<file path="src/rtl/jet_pkg.sv">
// jet_pkg: shared types, codes and character constants of the json event tokenizer
// used by every module of the block and by the port checker
package jet_pkg;

   localparam int STACK_DEPTH_DEF = 16;
   localparam int OFFSET_BITS_DEF = 24;
   localparam int FIELD_W         = 24;
   localparam int QUEUE_DEPTH     = 4;

   localparam logic [7:0] CH_NUL       = 8'h00;
   localparam logic [7:0] CH_LF        = 8'h0A;
   localparam logic [7:0] CH_CR        = 8'h0D;
   localparam logic [7:0] CH_SPACE     = 8'h20;
   localparam logic [7:0] CH_QUOTE     = 8'h22;
   localparam logic [7:0] CH_HASH      = 8'h23;
   localparam logic [7:0] CH_STAR      = 8'h2A;
   localparam logic [7:0] CH_COMMA     = 8'h2C;
   localparam logic [7:0] CH_SLASH     = 8'h2F;
   localparam logic [7:0] CH_COLON     = 8'h3A;
   localparam logic [7:0] CH_LBRACKET  = 8'h5B;
   localparam logic [7:0] CH_BACKSLASH = 8'h5C;
   localparam logic [7:0] CH_RBRACKET  = 8'h5D;
   localparam logic [7:0] CH_LBRACE    = 8'h7B;
   localparam logic [7:0] CH_RBRACE    = 8'h7D;

   typedef enum logic [1:0] {
      CTX_OBJECT = 2'd0,
      CTX_ARRAY  = 2'd1,
      CTX_VALUE  = 2'd2,
      CTX_NONE   = 2'd3
   } ctx_type;

   typedef enum logic [3:0] {
      MODE_NORMAL     = 4'd0,
      MODE_SLASH      = 4'd1,
      MODE_LINE       = 4'd2,
      MODE_BLOCK      = 4'd3,
      MODE_BLOCK_STAR = 4'd4,
      MODE_STRING     = 4'd5,
      MODE_ESCAPE     = 4'd6,
      MODE_BARE       = 4'd7,
      MODE_FINISHED   = 4'd8
   } mode_type;

   typedef enum logic [2:0] {
      EV_BEGIN_OBJECT = 3'd0,
      EV_END_OBJECT   = 3'd1,
      EV_BEGIN_ARRAY  = 3'd2,
      EV_END_ARRAY    = 3'd3,
      EV_KEY          = 3'd4,
      EV_VALUE        = 3'd5,
      EV_DONE         = 3'd6,
      EV_ERROR        = 3'd7
   } event_type;

   typedef enum logic [1:0] {
      ERR_NONE         = 2'd0,
      ERR_MISMATCH     = 2'd1,
      ERR_UNTERMINATED = 2'd2,
      ERR_OVERFLOW     = 2'd3
   } error_type;

   typedef struct packed {
      event_type          event_res;
      error_type          error_kind;
      logic [FIELD_W-1:0] text_start;
      logic [FIELD_W-1:0] text_length;
      logic               last_of_run;
   } rsp_item_type;

   // results of one request, in order, as written into the result queue
   typedef struct packed {
      logic [1:0]   count;
      rsp_item_type first;
      rsp_item_type second;
   } event_pair_type;

endpackage

</file>
<file path="src/rtl/jet_req_if.sv">
// jet_req_if: request channel of the tokenizer, one text byte or an end mark
// standalone, no package dependency
interface jet_req_if;
   logic       valid;
   logic       ready;
   logic [7:0] text_byte;
   logic       end_of_text;

   modport source (output valid, output text_byte, output end_of_text, input ready);
   modport sink (input valid, input text_byte, input end_of_text, output ready);
endinterface

</file>
<file path="src/rtl/jet_rsp_if.sv">
// jet_rsp_if: result channel of the tokenizer, one event per handshake
// standalone, no package dependency
interface jet_rsp_if;
   logic        valid;
   logic        ready;
   logic [2:0]  event_res;
   logic [1:0]  error_kind;
   logic [23:0] text_start;
   logic [23:0] text_length;
   logic        last_of_run;

   modport source (output valid, output event_res, output error_kind, output text_start,
                   output text_length, output last_of_run, input ready);
   modport sink (input valid, input event_res, input error_kind, input text_start,
                 input text_length, input last_of_run, output ready);
endinterface

</file>
<file path="src/rtl/jet_core.sv">
// jet_core: request register, scan state, context stack and the one-pass step logic
// depends on jet_pkg and jet_req_if
module jet_core #(
   parameter int STACK_DEPTH = jet_pkg::STACK_DEPTH_DEF,
   parameter int OFFSET_BITS = jet_pkg::OFFSET_BITS_DEF
) (
   input  logic                    clock,
   input  logic                    reset,
   jet_req_if.sink                 req,
   input  logic                    room,
   output jet_pkg::event_pair_type wr_out
);
   import jet_pkg::*;

   localparam int CNT_W = $clog2(STACK_DEPTH + 1);
   localparam int SLOTS = (STACK_DEPTH < 4) ? 4 : STACK_DEPTH;
   localparam logic [OFFSET_BITS-1:0] LEN_MAX = '1;

   // request register
   logic       in_valid_ff, in_valid_in;
   logic [7:0] byte_ff;
   logic       eot_ff;
   logic       accept, fire;

   // scan state
   mode_type               mode_ff, mode_in;
   logic [CNT_W-1:0]       count_ff, count_in;
   logic [OFFSET_BITS-1:0] bp_ff, bp_in;
   logic [OFFSET_BITS-1:0] start_ff, start_in;
   logic [OFFSET_BITS-1:0] len_ff, len_in;
   ctx_type                stk_ff [SLOTS];
   ctx_type                stk_in [SLOTS];
   ctx_type [3:0]          view;

   // step controls
   logic [1:0]             pops;
   logic                   push_en;
   ctx_type                push_val;
   logic                   do_normal;
   logic                   pre_en;
   logic                   main_en;
   event_type              main_ev;
   error_type              main_err;
   logic [OFFSET_BITS:0]   len_plus1, len_plus2;

   function automatic ctx_type top_at(input logic [CNT_W-1:0] cnt, input ctx_type [3:0] v,
                                      input logic [1:0] p);
      top_at = (cnt > CNT_W'(p)) ? v[p] : CTX_NONE;
   endfunction

   function automatic logic [FIELD_W-1:0] to_field(input logic [OFFSET_BITS-1:0] x);
      logic [31:0] wide;
      wide = 32'(x);
      to_field = wide[FIELD_W-1:0];
   endfunction

   function automatic rsp_item_type make_item(input event_type ev, input error_type err,
                                              input logic [OFFSET_BITS-1:0] s,
                                              input logic [OFFSET_BITS-1:0] l,
                                              input logic last);
      rsp_item_type it;
      it.event_res   = ev;
      it.error_kind  = err;
      it.last_of_run = last;
      if (ev == EV_KEY || ev == EV_VALUE) begin
         it.text_start  = to_field(s);
         it.text_length = to_field(l);
      end else begin
         it.text_start  = '0;
         it.text_length = '0;
      end
      make_item = it;
   endfunction

   assign fire      = in_valid_ff && room;
   assign req.ready = !in_valid_ff || room;
   assign accept    = req.valid && req.ready;

   always_comb begin
      in_valid_in = in_valid_ff;
      if (accept) begin
         in_valid_in = 1'b1;
      end else if (fire) begin
         in_valid_in = 1'b0;
      end
   end

   always_ff @(posedge clock) begin
      if (reset) begin
         in_valid_ff <= 1'b0;
      end else begin
         in_valid_ff <= in_valid_in;
      end
   end

   always_ff @(posedge clock) begin
      if (accept) begin
         byte_ff <= req.text_byte;
         eot_ff  <= req.end_of_text;
      end
   end

   // the four entries nearest the top feed the step logic
   for (genvar k = 0; k < 4; k++) begin : g_view
      assign view[k] = stk_ff[k];
   end

   assign len_plus1 = {1'b0, len_ff} + (OFFSET_BITS + 1)'(1);
   assign len_plus2 = {1'b0, len_ff} + (OFFSET_BITS + 1)'(2);

   always_comb begin
      mode_in   = mode_ff;
      bp_in     = bp_ff;
      start_in  = start_ff;
      len_in    = len_ff;
      pops      = 2'd0;
      push_en   = 1'b0;
      push_val  = CTX_NONE;
      do_normal = 1'b0;
      pre_en    = 1'b0;
      main_en   = 1'b0;
      main_ev   = EV_DONE;
      main_err  = ERR_NONE;

      if (fire && mode_ff != MODE_FINISHED) begin
         if (eot_ff) begin
            case (mode_ff)
               MODE_BLOCK, MODE_BLOCK_STAR, MODE_STRING, MODE_ESCAPE: begin
                  main_en  = 1'b1;
                  main_ev  = EV_ERROR;
                  main_err = ERR_UNTERMINATED;
                  mode_in  = MODE_FINISHED;
               end
               MODE_BARE: begin
                  pre_en = 1'b1;
                  if (top_at(count_ff, view, 2'd0) == CTX_VALUE) begin
                     pops = 2'd1;
                  end
                  main_en = 1'b1;
                  main_ev = EV_DONE;
                  mode_in = MODE_FINISHED;
               end
               default: begin
                  main_en = 1'b1;
                  main_ev = EV_DONE;
                  mode_in = MODE_FINISHED;
               end
            endcase
         end else begin
            bp_in = bp_ff + OFFSET_BITS'(1);
            case (mode_ff)
               MODE_NORMAL: begin
                  do_normal = 1'b1;
               end
               MODE_SLASH: begin
                  if (byte_ff == CH_SLASH) begin
                     mode_in = MODE_LINE;
                  end else if (byte_ff == CH_STAR) begin
                     mode_in = MODE_BLOCK;
                  end else begin
                     mode_in   = MODE_NORMAL;
                     do_normal = 1'b1;
                  end
               end
               MODE_LINE: begin
                  if (byte_ff == CH_NUL) begin
                     main_en = 1'b1;
                     main_ev = EV_DONE;
                     mode_in = MODE_FINISHED;
                  end else if (byte_ff == CH_LF || byte_ff == CH_CR) begin
                     mode_in = MODE_NORMAL;
                  end
               end
               MODE_BLOCK, MODE_BLOCK_STAR: begin
                  if (mode_ff == MODE_BLOCK_STAR && byte_ff == CH_SLASH) begin
                     mode_in = MODE_NORMAL;
                  end else if (byte_ff == CH_NUL) begin
                     main_en  = 1'b1;
                     main_ev  = EV_ERROR;
                     main_err = ERR_UNTERMINATED;
                     mode_in  = MODE_FINISHED;
                  end else if (byte_ff == CH_STAR) begin
                     mode_in = MODE_BLOCK_STAR;
                  end else begin
                     mode_in = MODE_BLOCK;
                  end
               end
               MODE_STRING: begin
                  if (byte_ff == CH_NUL || byte_ff == CH_LF || byte_ff == CH_CR) begin
                     main_en  = 1'b1;
                     main_ev  = EV_ERROR;
                     main_err = ERR_UNTERMINATED;
                     mode_in  = MODE_FINISHED;
                  end else if (byte_ff == CH_BACKSLASH) begin
                     mode_in = MODE_ESCAPE;
                  end else if (byte_ff == CH_QUOTE) begin
                     mode_in = MODE_NORMAL;
                     main_en = 1'b1;
                     // a string in an array or after a colon is a value, else a key
                     if (top_at(count_ff, view, 2'd0) == CTX_ARRAY) begin
                        main_ev = EV_VALUE;
                     end else if (top_at(count_ff, view, 2'd0) == CTX_VALUE) begin
                        main_ev = EV_VALUE;
                        pops    = 2'd1;
                     end else begin
                        main_ev = EV_KEY;
                     end
                  end else begin
                     len_in = len_plus1[OFFSET_BITS] ? LEN_MAX : len_plus1[OFFSET_BITS-1:0];
                  end
               end
               MODE_ESCAPE: begin
                  len_in  = len_plus2[OFFSET_BITS] ? LEN_MAX : len_plus2[OFFSET_BITS-1:0];
                  mode_in = MODE_STRING;
               end
               MODE_BARE: begin
                  if (byte_ff == CH_COMMA || byte_ff == CH_RBRACE || byte_ff == CH_RBRACKET ||
                      byte_ff == CH_NUL || byte_ff == CH_LF || byte_ff == CH_CR) begin
                     // value ends here and the delimiter is scanned as normal text
                     pre_en = 1'b1;
                     if (top_at(count_ff, view, 2'd0) == CTX_VALUE) begin
                        pops = 2'd1;
                     end
                     mode_in   = MODE_NORMAL;
                     do_normal = 1'b1;
                  end else begin
                     len_in = len_plus1[OFFSET_BITS] ? LEN_MAX : len_plus1[OFFSET_BITS-1:0];
                  end
               end
               default: begin
                  mode_in = mode_ff;
               end
            endcase

            if (do_normal) begin
               case (byte_ff)
                  CH_NUL: begin
                     main_en = 1'b1;
                     main_ev = EV_DONE;
                     mode_in = MODE_FINISHED;
                  end
                  CH_SLASH: begin
                     mode_in = MODE_SLASH;
                  end
                  CH_HASH: begin
                     mode_in = MODE_LINE;
                  end
                  CH_LBRACE, CH_LBRACKET, CH_COLON: begin
                     main_en = 1'b1;
                     if (count_ff >= CNT_W'(STACK_DEPTH)) begin
                        main_ev  = EV_ERROR;
                        main_err = ERR_OVERFLOW;
                        mode_in  = MODE_FINISHED;
                     end else begin
                        push_en = 1'b1;
                        if (byte_ff == CH_LBRACE) begin
                           push_val = CTX_OBJECT;
                           main_ev  = EV_BEGIN_OBJECT;
                        end else if (byte_ff == CH_LBRACKET) begin
                           push_val = CTX_ARRAY;
                           main_ev  = EV_BEGIN_ARRAY;
                        end else begin
                           push_val = CTX_VALUE;
                           main_en  = 1'b0;
                        end
                     end
                  end
                  CH_RBRACE, CH_RBRACKET: begin
                     if (top_at(count_ff, view, pops) == CTX_VALUE) begin
                        pops = pops + 2'd1;
                     end
                     main_en = 1'b1;
                     if (byte_ff == CH_RBRACE && top_at(count_ff, view, pops) == CTX_OBJECT) begin
                        pops    = pops + 2'd1;
                        main_ev = EV_END_OBJECT;
                     end else if (byte_ff == CH_RBRACKET &&
                                  top_at(count_ff, view, pops) == CTX_ARRAY) begin
                        pops    = pops + 2'd1;
                        main_ev = EV_END_ARRAY;
                     end else begin
                        main_ev  = EV_ERROR;
                        main_err = ERR_MISMATCH;
                        mode_in  = MODE_FINISHED;
                     end
                  end
                  CH_COMMA: begin
                     if (top_at(count_ff, view, pops) == CTX_VALUE) begin
                        pops = pops + 2'd1;
                     end
                  end
                  CH_QUOTE: begin
                     start_in = bp_ff + OFFSET_BITS'(1);
                     len_in   = '0;
                     mode_in  = MODE_STRING;
                  end
                  default: begin
                     if (byte_ff > CH_SPACE) begin
                        start_in = bp_ff;
                        len_in   = OFFSET_BITS'(1);
                        mode_in  = MODE_BARE;
                     end
                  end
               endcase
            end
         end
      end
   end

   // stack shifts down on a push and up by the pop count
   for (genvar i = 0; i < SLOTS; i++) begin : g_slot
      ctx_type up1, up2, up3, down;
      if (i + 1 < SLOTS) begin : g_up1
         assign up1 = stk_ff[i + 1];
      end else begin : g_up1_edge
         assign up1 = stk_ff[i];
      end
      if (i + 2 < SLOTS) begin : g_up2
         assign up2 = stk_ff[i + 2];
      end else begin : g_up2_edge
         assign up2 = stk_ff[i];
      end
      if (i + 3 < SLOTS) begin : g_up3
         assign up3 = stk_ff[i + 3];
      end else begin : g_up3_edge
         assign up3 = stk_ff[i];
      end
      if (i == 0) begin : g_down_top
         assign down = push_val;
      end else begin : g_down
         assign down = stk_ff[i - 1];
      end
      always_comb begin
         if (push_en) begin
            stk_in[i] = down;
         end else begin
            case (pops)
               2'd1:    stk_in[i] = up1;
               2'd2:    stk_in[i] = up2;
               2'd3:    stk_in[i] = up3;
               default: stk_in[i] = stk_ff[i];
            endcase
         end
      end
   end

   assign count_in = push_en ? (count_ff + CNT_W'(1)) : (count_ff - CNT_W'(pops));

   always_ff @(posedge clock) begin
      if (fire) begin
         stk_ff <= stk_in;
      end
   end

   always_ff @(posedge clock) begin
      if (reset) begin
         mode_ff  <= MODE_NORMAL;
         count_ff <= '0;
         bp_ff    <= '0;
         start_ff <= '0;
         len_ff   <= '0;
      end else begin
         mode_ff  <= mode_in;
         count_ff <= count_in;
         bp_ff    <= bp_in;
         start_ff <= start_in;
         len_ff   <= len_in;
      end
   end

   always_comb begin
      if (pre_en) begin
         wr_out.first  = make_item(EV_VALUE, ERR_NONE, start_ff, len_ff, !main_en);
         wr_out.second = make_item(main_ev, main_err, start_ff, len_ff, 1'b1);
         wr_out.count  = main_en ? 2'd2 : 2'd1;
      end else begin
         wr_out.first  = make_item(main_ev, main_err, start_ff, len_ff, 1'b1);
         wr_out.second = wr_out.first;
         wr_out.count  = main_en ? 2'd1 : 2'd0;
      end
   end

endmodule

</file>
<file path="src/rtl/jet_queue.sv">
// jet_queue: small result queue that takes up to two events a cycle and drives the rsp channel
// depends on jet_pkg and jet_rsp_if
module jet_queue (
   input  logic                    clock,
   input  logic                    reset,
   input  jet_pkg::event_pair_type wr_in,
   output logic                    room,
   jet_rsp_if.source               rsp
);
   import jet_pkg::*;

   localparam int PTR_W = $clog2(QUEUE_DEPTH);
   localparam int CNT_W = $clog2(QUEUE_DEPTH + 1);

   rsp_item_type     q_ff [QUEUE_DEPTH];
   rsp_item_type     head;
   logic [PTR_W-1:0] wr_ptr_ff, wr_ptr_in;
   logic [PTR_W-1:0] rd_ptr_ff, rd_ptr_in;
   logic [CNT_W-1:0] cnt_ff, cnt_in;
   logic             pop;

   // room for the two events one request can cause
   assign room = cnt_ff <= CNT_W'(QUEUE_DEPTH - 2);
   assign pop  = rsp.valid && rsp.ready;
   assign head = q_ff[rd_ptr_ff];

   assign rsp.valid       = cnt_ff != '0;
   assign rsp.event_res   = head.event_res;
   assign rsp.error_kind  = head.error_kind;
   assign rsp.text_start  = head.text_start;
   assign rsp.text_length = head.text_length;
   assign rsp.last_of_run = head.last_of_run;

   assign wr_ptr_in = wr_ptr_ff + PTR_W'(wr_in.count);
   assign rd_ptr_in = rd_ptr_ff + PTR_W'(pop);
   assign cnt_in    = cnt_ff + CNT_W'(wr_in.count) - CNT_W'(pop);

   always_ff @(posedge clock) begin
      if (wr_in.count != 2'd0) begin
         q_ff[wr_ptr_ff] <= wr_in.first;
      end
      if (wr_in.count == 2'd2) begin
         q_ff[PTR_W'(wr_ptr_ff + PTR_W'(1))] <= wr_in.second;
      end
   end

   always_ff @(posedge clock) begin
      if (reset) begin
         wr_ptr_ff <= '0;
         rd_ptr_ff <= '0;
         cnt_ff    <= '0;
      end else begin
         wr_ptr_ff <= wr_ptr_in;
         rd_ptr_ff <= rd_ptr_in;
         cnt_ff    <= cnt_in;
      end
   end

endmodule

</file>
<file path="src/rtl/json_event_tokenizer_unit.sv">
// JSON event tokenizer. Takes one byte of JSON text (or an end mark) per request and turns
// it into begin/end object, begin/end array, key, value, done and error events, one event per
// rsp handshake. A request is taken every cycle while the result queue has room for two
// events. The first event of a request passes the request register, then the result queue,
// before it shows on rsp; without room it waits in the request register. While each request
// causes at most one event and the events drain at one per cycle, the sustained rate is one
// request per cycle; a request that causes two events puts both in the queue, and the rsp
// side then sets the pace at one event per cycle. The context stack is a shift register of
// STACK_DEPTH entries (at least four), so no clearing pass is needed after reset. After
// done or error all further requests are accepted and dropped until reset.
// depends on jet_pkg, jet_req_if, jet_rsp_if, jet_core and jet_queue
module json_event_tokenizer_unit #(
   parameter int STACK_DEPTH = jet_pkg::STACK_DEPTH_DEF,
   parameter int OFFSET_BITS = jet_pkg::OFFSET_BITS_DEF
) (
   input  logic     clock,
   input  logic     reset,
   jet_req_if.sink  req,
   jet_rsp_if.source rsp
);
   import jet_pkg::*;

   event_pair_type wr;
   logic           room;

   jet_core #(
      .STACK_DEPTH (STACK_DEPTH),
      .OFFSET_BITS (OFFSET_BITS)
   ) u_core (
      .clock  (clock),
      .reset  (reset),
      .req    (req),
      .room   (room),
      .wr_out (wr)
   );

   jet_queue u_queue (
      .clock (clock),
      .reset (reset),
      .wr_in (wr),
      .room  (room),
      .rsp   (rsp)
   );

endmodule

</file>
<file path="src/flat_wrapper.sv">
// flat-port wrapper written by rule: the top's interface ports become plain ports
module json_event_tokenizer_unit_flat import jet_pkg::*;
#(
   parameter int STACK_DEPTH = jet_pkg::STACK_DEPTH_DEF,
   parameter int OFFSET_BITS = jet_pkg::OFFSET_BITS_DEF
)
  (clock, reset, req_valid, req_text_byte, req_end_of_text, req_ready, rsp_valid, rsp_event_res, rsp_error_kind, rsp_text_start, rsp_text_length, rsp_last_of_run, rsp_ready);
  jet_req_if req_i ();
  jet_rsp_if rsp_i ();
  input  logic clock;
  input  logic reset;
  input wire logic [$bits(req_i.valid)-1:0] req_valid;
  input wire logic [$bits(req_i.text_byte)-1:0] req_text_byte;
  input wire logic [$bits(req_i.end_of_text)-1:0] req_end_of_text;
  output wire logic [$bits(req_i.ready)-1:0] req_ready;
  output wire logic [$bits(rsp_i.valid)-1:0] rsp_valid;
  output wire logic [$bits(rsp_i.event_res)-1:0] rsp_event_res;
  output wire logic [$bits(rsp_i.error_kind)-1:0] rsp_error_kind;
  output wire logic [$bits(rsp_i.text_start)-1:0] rsp_text_start;
  output wire logic [$bits(rsp_i.text_length)-1:0] rsp_text_length;
  output wire logic [$bits(rsp_i.last_of_run)-1:0] rsp_last_of_run;
  input wire logic [$bits(rsp_i.ready)-1:0] rsp_ready;
  assign req_i.valid = req_valid;
  assign req_i.text_byte = req_text_byte;
  assign req_i.end_of_text = req_end_of_text;
  assign req_ready = req_i.ready;
  assign rsp_valid = rsp_i.valid;
  assign rsp_event_res = rsp_i.event_res;
  assign rsp_error_kind = rsp_i.error_kind;
  assign rsp_text_start = rsp_i.text_start;
  assign rsp_text_length = rsp_i.text_length;
  assign rsp_last_of_run = rsp_i.last_of_run;
  assign rsp_i.ready = rsp_ready;
  json_event_tokenizer_unit #(.STACK_DEPTH(STACK_DEPTH), .OFFSET_BITS(OFFSET_BITS)) u_core (.clock(clock), .reset(reset), .req(req_i), .rsp(rsp_i));
endmodule
</file>
<file path="config.mk">
export PLATFORM = sky130hd
export DESIGN_NAME = json_event_tokenizer_unit_flat
export DESIGN_NICKNAME = d
export VERILOG_FILES = /design/src/rtl/jet_pkg.sv /design/src/rtl/jet_req_if.sv /design/src/rtl/jet_rsp_if.sv /design/src/rtl/jet_core.sv /design/src/rtl/jet_queue.sv /design/src/rtl/json_event_tokenizer_unit.sv /design/src/flat_wrapper.sv
export SDC_FILE = /design/constraint.sdc
export NUM_CORES = 1
export LEC_CHECK = 0
export BUFFER_PORTS_ARGS = -buffer_cell sky130_fd_sc_hd__buf_4
export CORE_MARGIN = 3
export CORE_UTILIZATION = 50
export CTS_CLUSTER_DIAMETER = 150
export DETAILED_ROUTE_END_ITERATION = 6
export GPL_TIMING_DRIVEN = 0
export PLACE_DENSITY = 0.7
export SLEW_MARGIN = 40
export SYNTH_ARGS = -nofsm -noshare
export SYNTH_HDL_FRONTEND = slang
export SYNTH_SLANG_ARGS = --single-unit
</file>
<file path="constraint.sdc">
create_clock -name clock -period 16.5 [get_ports clock]
set_input_delay 0.825 -clock clock [delete_from_list [all_inputs] [get_ports clock]]
set_output_delay 0.825 -clock clock [all_outputs]
set_load 0.05 [all_outputs]
</file>
==> results of run 1 <==
[synthesized netlist by cell type (all sizes together) (25+ instances only)]
cell type,n
a211oi,32
a22oi,28
dfxtp,93
xnor2,31
a31oi,46
buf,34
nor2b,176
nand3,28
o21ai,44
ha,25
nand4,33
a21oi,56
nand2,124
nor2,195
xor2,31
clkbuf,77
mux4,56
edfxtp,253
inv,32
[logic make-up (layout without fill, tap and decap cells)]
logic type      count (synthesis)  after routing  synth area share, %
fa+ha+maj                      27             27                 2.00
simple gates                  655            655                 18.8
buf+inv                       144            293                 3.43
xor+xnor                       62             62                 3.07
flops                         346            346                 53.5
mux                            59             59                 7.31
compound gates                302            302                 11.9
[per-layer routing]
metal	GRT usage, %	routed length, um	up-vias
met1	34.9	19900	6557
met5	0	0	-
met2	39.0	21800	633
li1	-	-	6147
met4	6.28	1120	0
met3	4.40	4240	91
[registers in the layout (all words and copies together) (netlist names), 2 cells and up]
signal	count
u_core.u_core.bp_ff	24
u_core.u_core.g_slot.up2	4
u_core.u_core.byte_ff	8
u_core.u_core.count_ff	5
u_core.u_queue.rd_ptr_ff	2
u_core.u_core.g_slot.up3	18
u_core.u_core.g_slot.down	6
u_core.u_queue.wr_ptr_ff	2
u_core.u_queue.cnt_ff	3
u_core.u_core.mode_ff	4
u_core.u_core.len_ff	24
u_core.u_core.g_slot.up1	4
u_core.u_queue.q_ff	216
u_core.u_core.start_ff	24
[final cells by class]
type,count,area [um2],share of cell area (%)
Buffer,111,488,2.42
Clock buffer,59,1130,5.62
Clock inverter,11,77.6,0.384
Inverter,33,129,0.639
Multi-Input combinational cell,1105,7670,38.0
Sequential cell,346,9460,46.9
Tap cell,455,569,2.82
Timing Repair Buffer,79,649,3.22
[final timing paths]
check                                         to  slack (ns)                       from  depth (start not counted)
setup / recovery  u_core.u_core.g_slot[5].up3[0]        9.12   u_core.u_core.byte_ff[5]                         23
hold / removal          u_core.u_core.byte_ff[4]        0.44           req_text_byte[4]                          1
setup reg to reg  u_core.u_core.g_slot[5].up3[0]        9.12   u_core.u_core.byte_ff[5]                         23
hold reg to reg        u_core.u_queue.q_ff[0][0]        0.49  u_core.u_queue.q_ff[0][0]                          2
[power by group through the flow]
| stage | Sequential (uW) | Combinational, uW | Clock [uW] |
|---|---|---|---|
| finish | 988 | 591 | 826 |
| global route | 992 | 621 | 872 |
| CTS | 988 | 595 | 837 |
| detailed placement | 1010 | 592 | 0 |
| global placement | 1010 | 581 | 0 |
| floorplan | 1000 | 425 | 0 |
[metrics by stage]
stage	util, %	total power (uW)
2_1_floorplan	-	1430
6_report	58.1	2410
4_1_cts	58.1	2420
3_3_place_gp	54.0	1590
3_5_place_dp	54.6	1600
5_1_grt	58.1	2480
==> metrics, run 1 <==
status finished, final reports clean; P_leak roughly 0.0065 uW; Pint approximately 1600 uW; first-pass GRT wire length roughly 73000 um; crit-path max cell delay 0.74 ns; Post-synth ARST share 0%; CP max FO 18; CP startpoint kind flop; Synth cell types between 70 and 80; initial antenna violation count 0; Root Driver clkbuf_16; post-route setup slack between 9 and 10 ns; ANT cells 0; Seq cells post-synth ~350; Worst Hold Slack about 0.44 ns; Hold-fix buffers, CTS 0; final setup TNS 0 ns; Synth Instances approximately 1600; Placed Cells incl. Taps 2129; WP data arrival approximately 7.7 ns; Filler Cell Count 2895; Ys Warns 0; fin crit period about 7.4 ns; drt initial violations roughly 1500; final hold vios 0; period utilization approximately 45%; routed vias/inst between 6 and 7; Crit Path Class flop to flop; share of layout cells above drive strength 1 13.8%; top-area cell type share of the netlist area 43.0%; Psw 756 uW; Reg clk slew, reported paths around 0.060 ns; pre-CTS WS 9.36 ns; Antenna Nets Post-Route 0; Post-Syn Nets between 1500 and 2000; cell family with most CP delay simple AND/OR/NAND/NOR gates; post-CTS sizing 0; critical path capture point type flop; predominant post-synthesis flop cell edfxtp_1; Core Area between 30000 and 40000 um2; largest net degree at the start of global routing 39; RSZ-0062 raised after global routing false; GR Overflow Total 0; CTS tree done; post-route cell area 20200 um2; Sequential Power Share 41.1%; largest cells by area after synthesis edfxtp_1, dfxtp_1, mux4_2, nor2b_1, nor2_1; Post-Syn Area between 15000 and 20000 um2; Die H 194 um; Finished Layout Cells roughly 2200; sequential fraction of the synthesis area 53.5%; HPWL Detailed roughly 33000 um; Starting Density approximately half; die area approximately 38000 um2; most frequent cells in the layout edfxtp_1, nor2_1, nor2b_1; most common cell after layout, fill and taps aside edfxtp_1; Comb pwr share roughly 25%; worst-path cell chain clkbuf_1, nor4_2, and2_1, nor3_1, o21ai_0, inv_1, ha_1, nor2_1, o22a_1, ha_1, mux4_2, xnor2_1, a211oi_1, nand3_1, xor2_1, mux2i_1, a22o_1, ha_1, clkbuf_1, nor2_1, clkbuf_1, a21oi_4, buf_8; routed via count ~13000; maxcap violations 0; DRC violations left 0; Syn Area/Cell 11.1 um2; CP Buf/Inv Count 5; Clock Path Buffers 3; Final setup viols 0; Max VDD drop between 0.0001 and 0.00015 V; Post-synth EDFFs between 200 and 300; Fmax between 100 and 150 MHz; # clock sinks between 300 and 400; Max H-tree Level 2; Cell Rows about 70; Clock power frac roughly 34%; sw frac between 30% and 40%; chip width 194 um; Required @ worst endpoint between 15 and 20 ns; fin. max-slew vios 0; Initial DRT Pass Iterations 6; Yosys top cell by area edfxtp_1; DP Area between 15000 and 20000 um2; Port Buffers 68; vias in the first global route about 13000; min-delay worst type primary input to flop; Setup Buffers After CTS 0; Num CTS Buffers 38; synth-to-layout area growth 14.2%; worst skew pair latency around 0.55 ns; average routed wire per standard cell 21.4 um; CP max-delay cell nor4_2; clk_skew 0.0340 ns; Rel. slew slack 42.1%; # IOs 69; Final nets around 1800; pwr dens 119 nW/um2; Final GP Congestion a little under 1; Overall Global Routing Usage approximately 24%; Post-Route WL ~47000 um; slew of the pin with the lowest slew margin 0.864 ns
(Power assumes the default switching activity.)
==> run 2, diff against run 1 <==
==> constraint.sdc (replaced) <==
create_clock -name clock -period 7.3 [get_ports clock]
set_input_delay 0.365 -clock clock [delete_from_list [all_inputs] [get_ports clock]]
set_output_delay 0.365 -clock clock [all_outputs]
set_load 0.05 [all_outputs]
==> metrics, run 2 (synthesis gave the netlist of run 1 again) <==
P_leak 0.00658 uW (+0.52%); fin crit period 6.86 ns (-0.526 ns); Fmax 146 MHz (+7.7%); Cell Rows 68 (unchanged); status finished, final reports clean; cell family with most CP delay compound AO/OA/AOI/OAI gates; Starting Density 50.9% (unchanged); # clock sinks 346 (unchanged); share of layout cells above drive strength 1 13.9% (+0.043 points); Core Area 34700 um2 (unchanged); routed vias/inst 6.06 (-0.71%); synth-to-layout area growth 14.3% (about the same); GR Overflow Total 0 (unchanged); Reg clk slew, reported paths 0.06 ns (about the same); Placed Cells incl. Taps 2128 (-0.047%); most common cell after layout, fill and taps aside edfxtp_1; largest net degree at the start of global routing 35 (-10%); worst hold path startpoint req_end_of_text; worst hold path depth 1 (unchanged); initial antenna violation count 0 (unchanged); capturing point of the worst reg2reg path u_core.u_core.g_slot[10].up3[1]; Post-Route WL 46600 um (-1.1%); critical path capture point type flop; Required @ worst endpoint 7.52 ns (-9.26 ns); fin. max-slew vios 0 (unchanged); worst-path cell chain buf_2, or4b_4, a2111oi_4, a21oi_1, nor2_1, o21ai_0, inv_1, ha_1, nor2_1, o22a_1, ha_1, mux4_2, xnor2_1, a211oi_1, nand3_1, xor2_1, mux2i_1, a22oi_1, ha_1, clkbuf_1, clkbuf_1, nor3_1, nor2_1; routed via count 13400 (-0.31%); Reg2Reg Depth 23 (unchanged); maxcap violations 0 (unchanged); Hold Path Sink u_core.u_core.eot_ff; Layout Utilization 58.2% (about the same); ANT cells 0 (unchanged); Crit Path Class flop to flop; Biggest register u_core.u_queue.q_ff; Root Driver clkbuf_16; crit-path max cell delay 0.55 ns (-0.19 ns); Die H 194 um (unchanged); CP Buf/Inv Count 4 (-1); DRC violations left 0 (unchanged); Antenna Nets Post-Route 0 (unchanged); Overall Global Routing Usage 24.1% (-0.30 points); average routed wire per standard cell 21.1 um (-1.5%); max reg flops 216 (unchanged); pwr dens 265 nW/um2 (+120%); setup slack, reg-to-reg 0.44 ns (-8.67 ns); Max H-tree Level 2 (unchanged); Initial DRT Pass Iterations 5 (-1); Max VDD drop 0.000209 V (+56%); die area 37600 um2 (unchanged); chip width 194 um (unchanged); Final nets 1763 (+0.51%); final hold vios 0 (unchanged); # IOs 69 (unchanged); Reg-to-Reg Start u_core.u_core.byte_ff[6]; HPWL Detailed 32900 um (-0.50%); CP startpoint kind flop; Port Buffers 68 (unchanged); Final setup viols 0 (unchanged); Finished Layout Cells 2208 (+0.41%); first-pass GRT wire length 72600 um (-0.94%); most frequent cells in the layout edfxtp_1, nor2_1, nor2b_1; slew of the pin with the lowest slew margin 0.930 ns (+0.0655 ns); Num CTS Buffers 38 (unchanged); period utilization 93.9% (+49 points); Rel. slew slack 38.0% (-4.1 points); CTS tree done; CP max-delay cell mux4_2; min-delay worst type primary input to flop; clk_skew 0.0131 ns (-0.0209 ns); CP max FO 10 (-8); vias in the first global route 12800 (-1.5%); drt initial violations 1396 (-9.1%); worst skew pair latency 0.53 ns (-0.02 ns); Final GP Congestion 0.986 (-0.49%); Clock Path Buffers 3 (unchanged); RSZ-0062 raised after global routing true; WP data arrival 7.08 ns (-0.59 ns)
run 2: cell count changes in the layout (fill, tap and decap cells not counted), moves of 2 or more:
cell	previous run	this run
nor4_1	5	8
clkinv_2	3	8
dlygate4sd3_1	0	8
clkbuf_16	41	39
clkbuf_8	4	0
nor4_2	4	1
clkinv_4	0	2
clkbuf_1	91	88
run 2: layout make-up:
cell class,instances,area [um2]
Sequential cell,346,9460
Fill cell,2880,14500
Multi-Input combinational cell,1105,7660
Timing Repair Buffer,88,741
Inverter,33,129
Tap cell,455,569
Buffer,111,489
Clock buffer,51,1020
Clock inverter,19,128
run 2: stage by stage:
step | setup TNS, ns | hold slack [ns] | setup slack (ns) | cell area (um2) | power (uW)
global route | -0.0270 | 0.0121 | -0.0135 | 20200 | 5540
CTS | 0 | 0.00236 | 0.114 | 20200 | 5390
finish | 0 | 0.0197 | 0.442 | 20200 | 5360
global placement | -125.58 | 0.478 | -1.62 | 18800 | 3590
detailed placement | 0 | 0.486 | 0.175 | 18900 | 3620
floorplan | 0 | 0.462 | 0.331 | 17700 | 3220
run 2: repair_timing:
item	in CTS	in global routing
gates resized for setup	0	3
setup buffers	0	2
endpoints found under the setup margin	0	39
hold buffers	8	0
hold endpoints to repair	8	0
run 2: routing by layer:
layer	global-route usage (%)	wire, um	part of all wire (%)	vias up
li1	-	-	-	6164
met3	4.55	4020	8.6	89
met2	38.5	21600	46	594
met4	6.17	1120	2.4	0
met1	34.2	19800	43	6540
met5	0	0	0	-
run 2: worst max path at each step:
stage	to	cells past startpoint	slack [ns]	startpoint
global placement	u_core.u_queue.q_ff[0][48]	14	-1.62	u_core.u_core.byte_ff[5]
CTS	u_core.u_core.g_slot[3].up3[1]	24	0.11	u_core.u_core.byte_ff[4]
detailed placement	u_core.u_core.g_slot[11].down[0]	24	0.18	u_core.u_core.byte_ff[4]
finish	u_core.u_core.g_slot[10].up3[1]	23	0.44	u_core.u_core.byte_ff[6]
global route	u_core.u_core.g_slot[10].up3[0]	23	-0.01	u_core.u_core.byte_ff[6]
floorplan	u_core.u_core.g_slot[0].up1[0]	22	0.33	u_core.u_core.byte_ff[5]
run 2: power by group:
group          total [uW]  switching, uW  internal (uW)  leakage (uW)
combinational        1340            870            469       0.00289
sequential           2230           50.4           2180       0.00313
clock                1780            785            996      0.000554
total                5360           1710           3650       0.00658
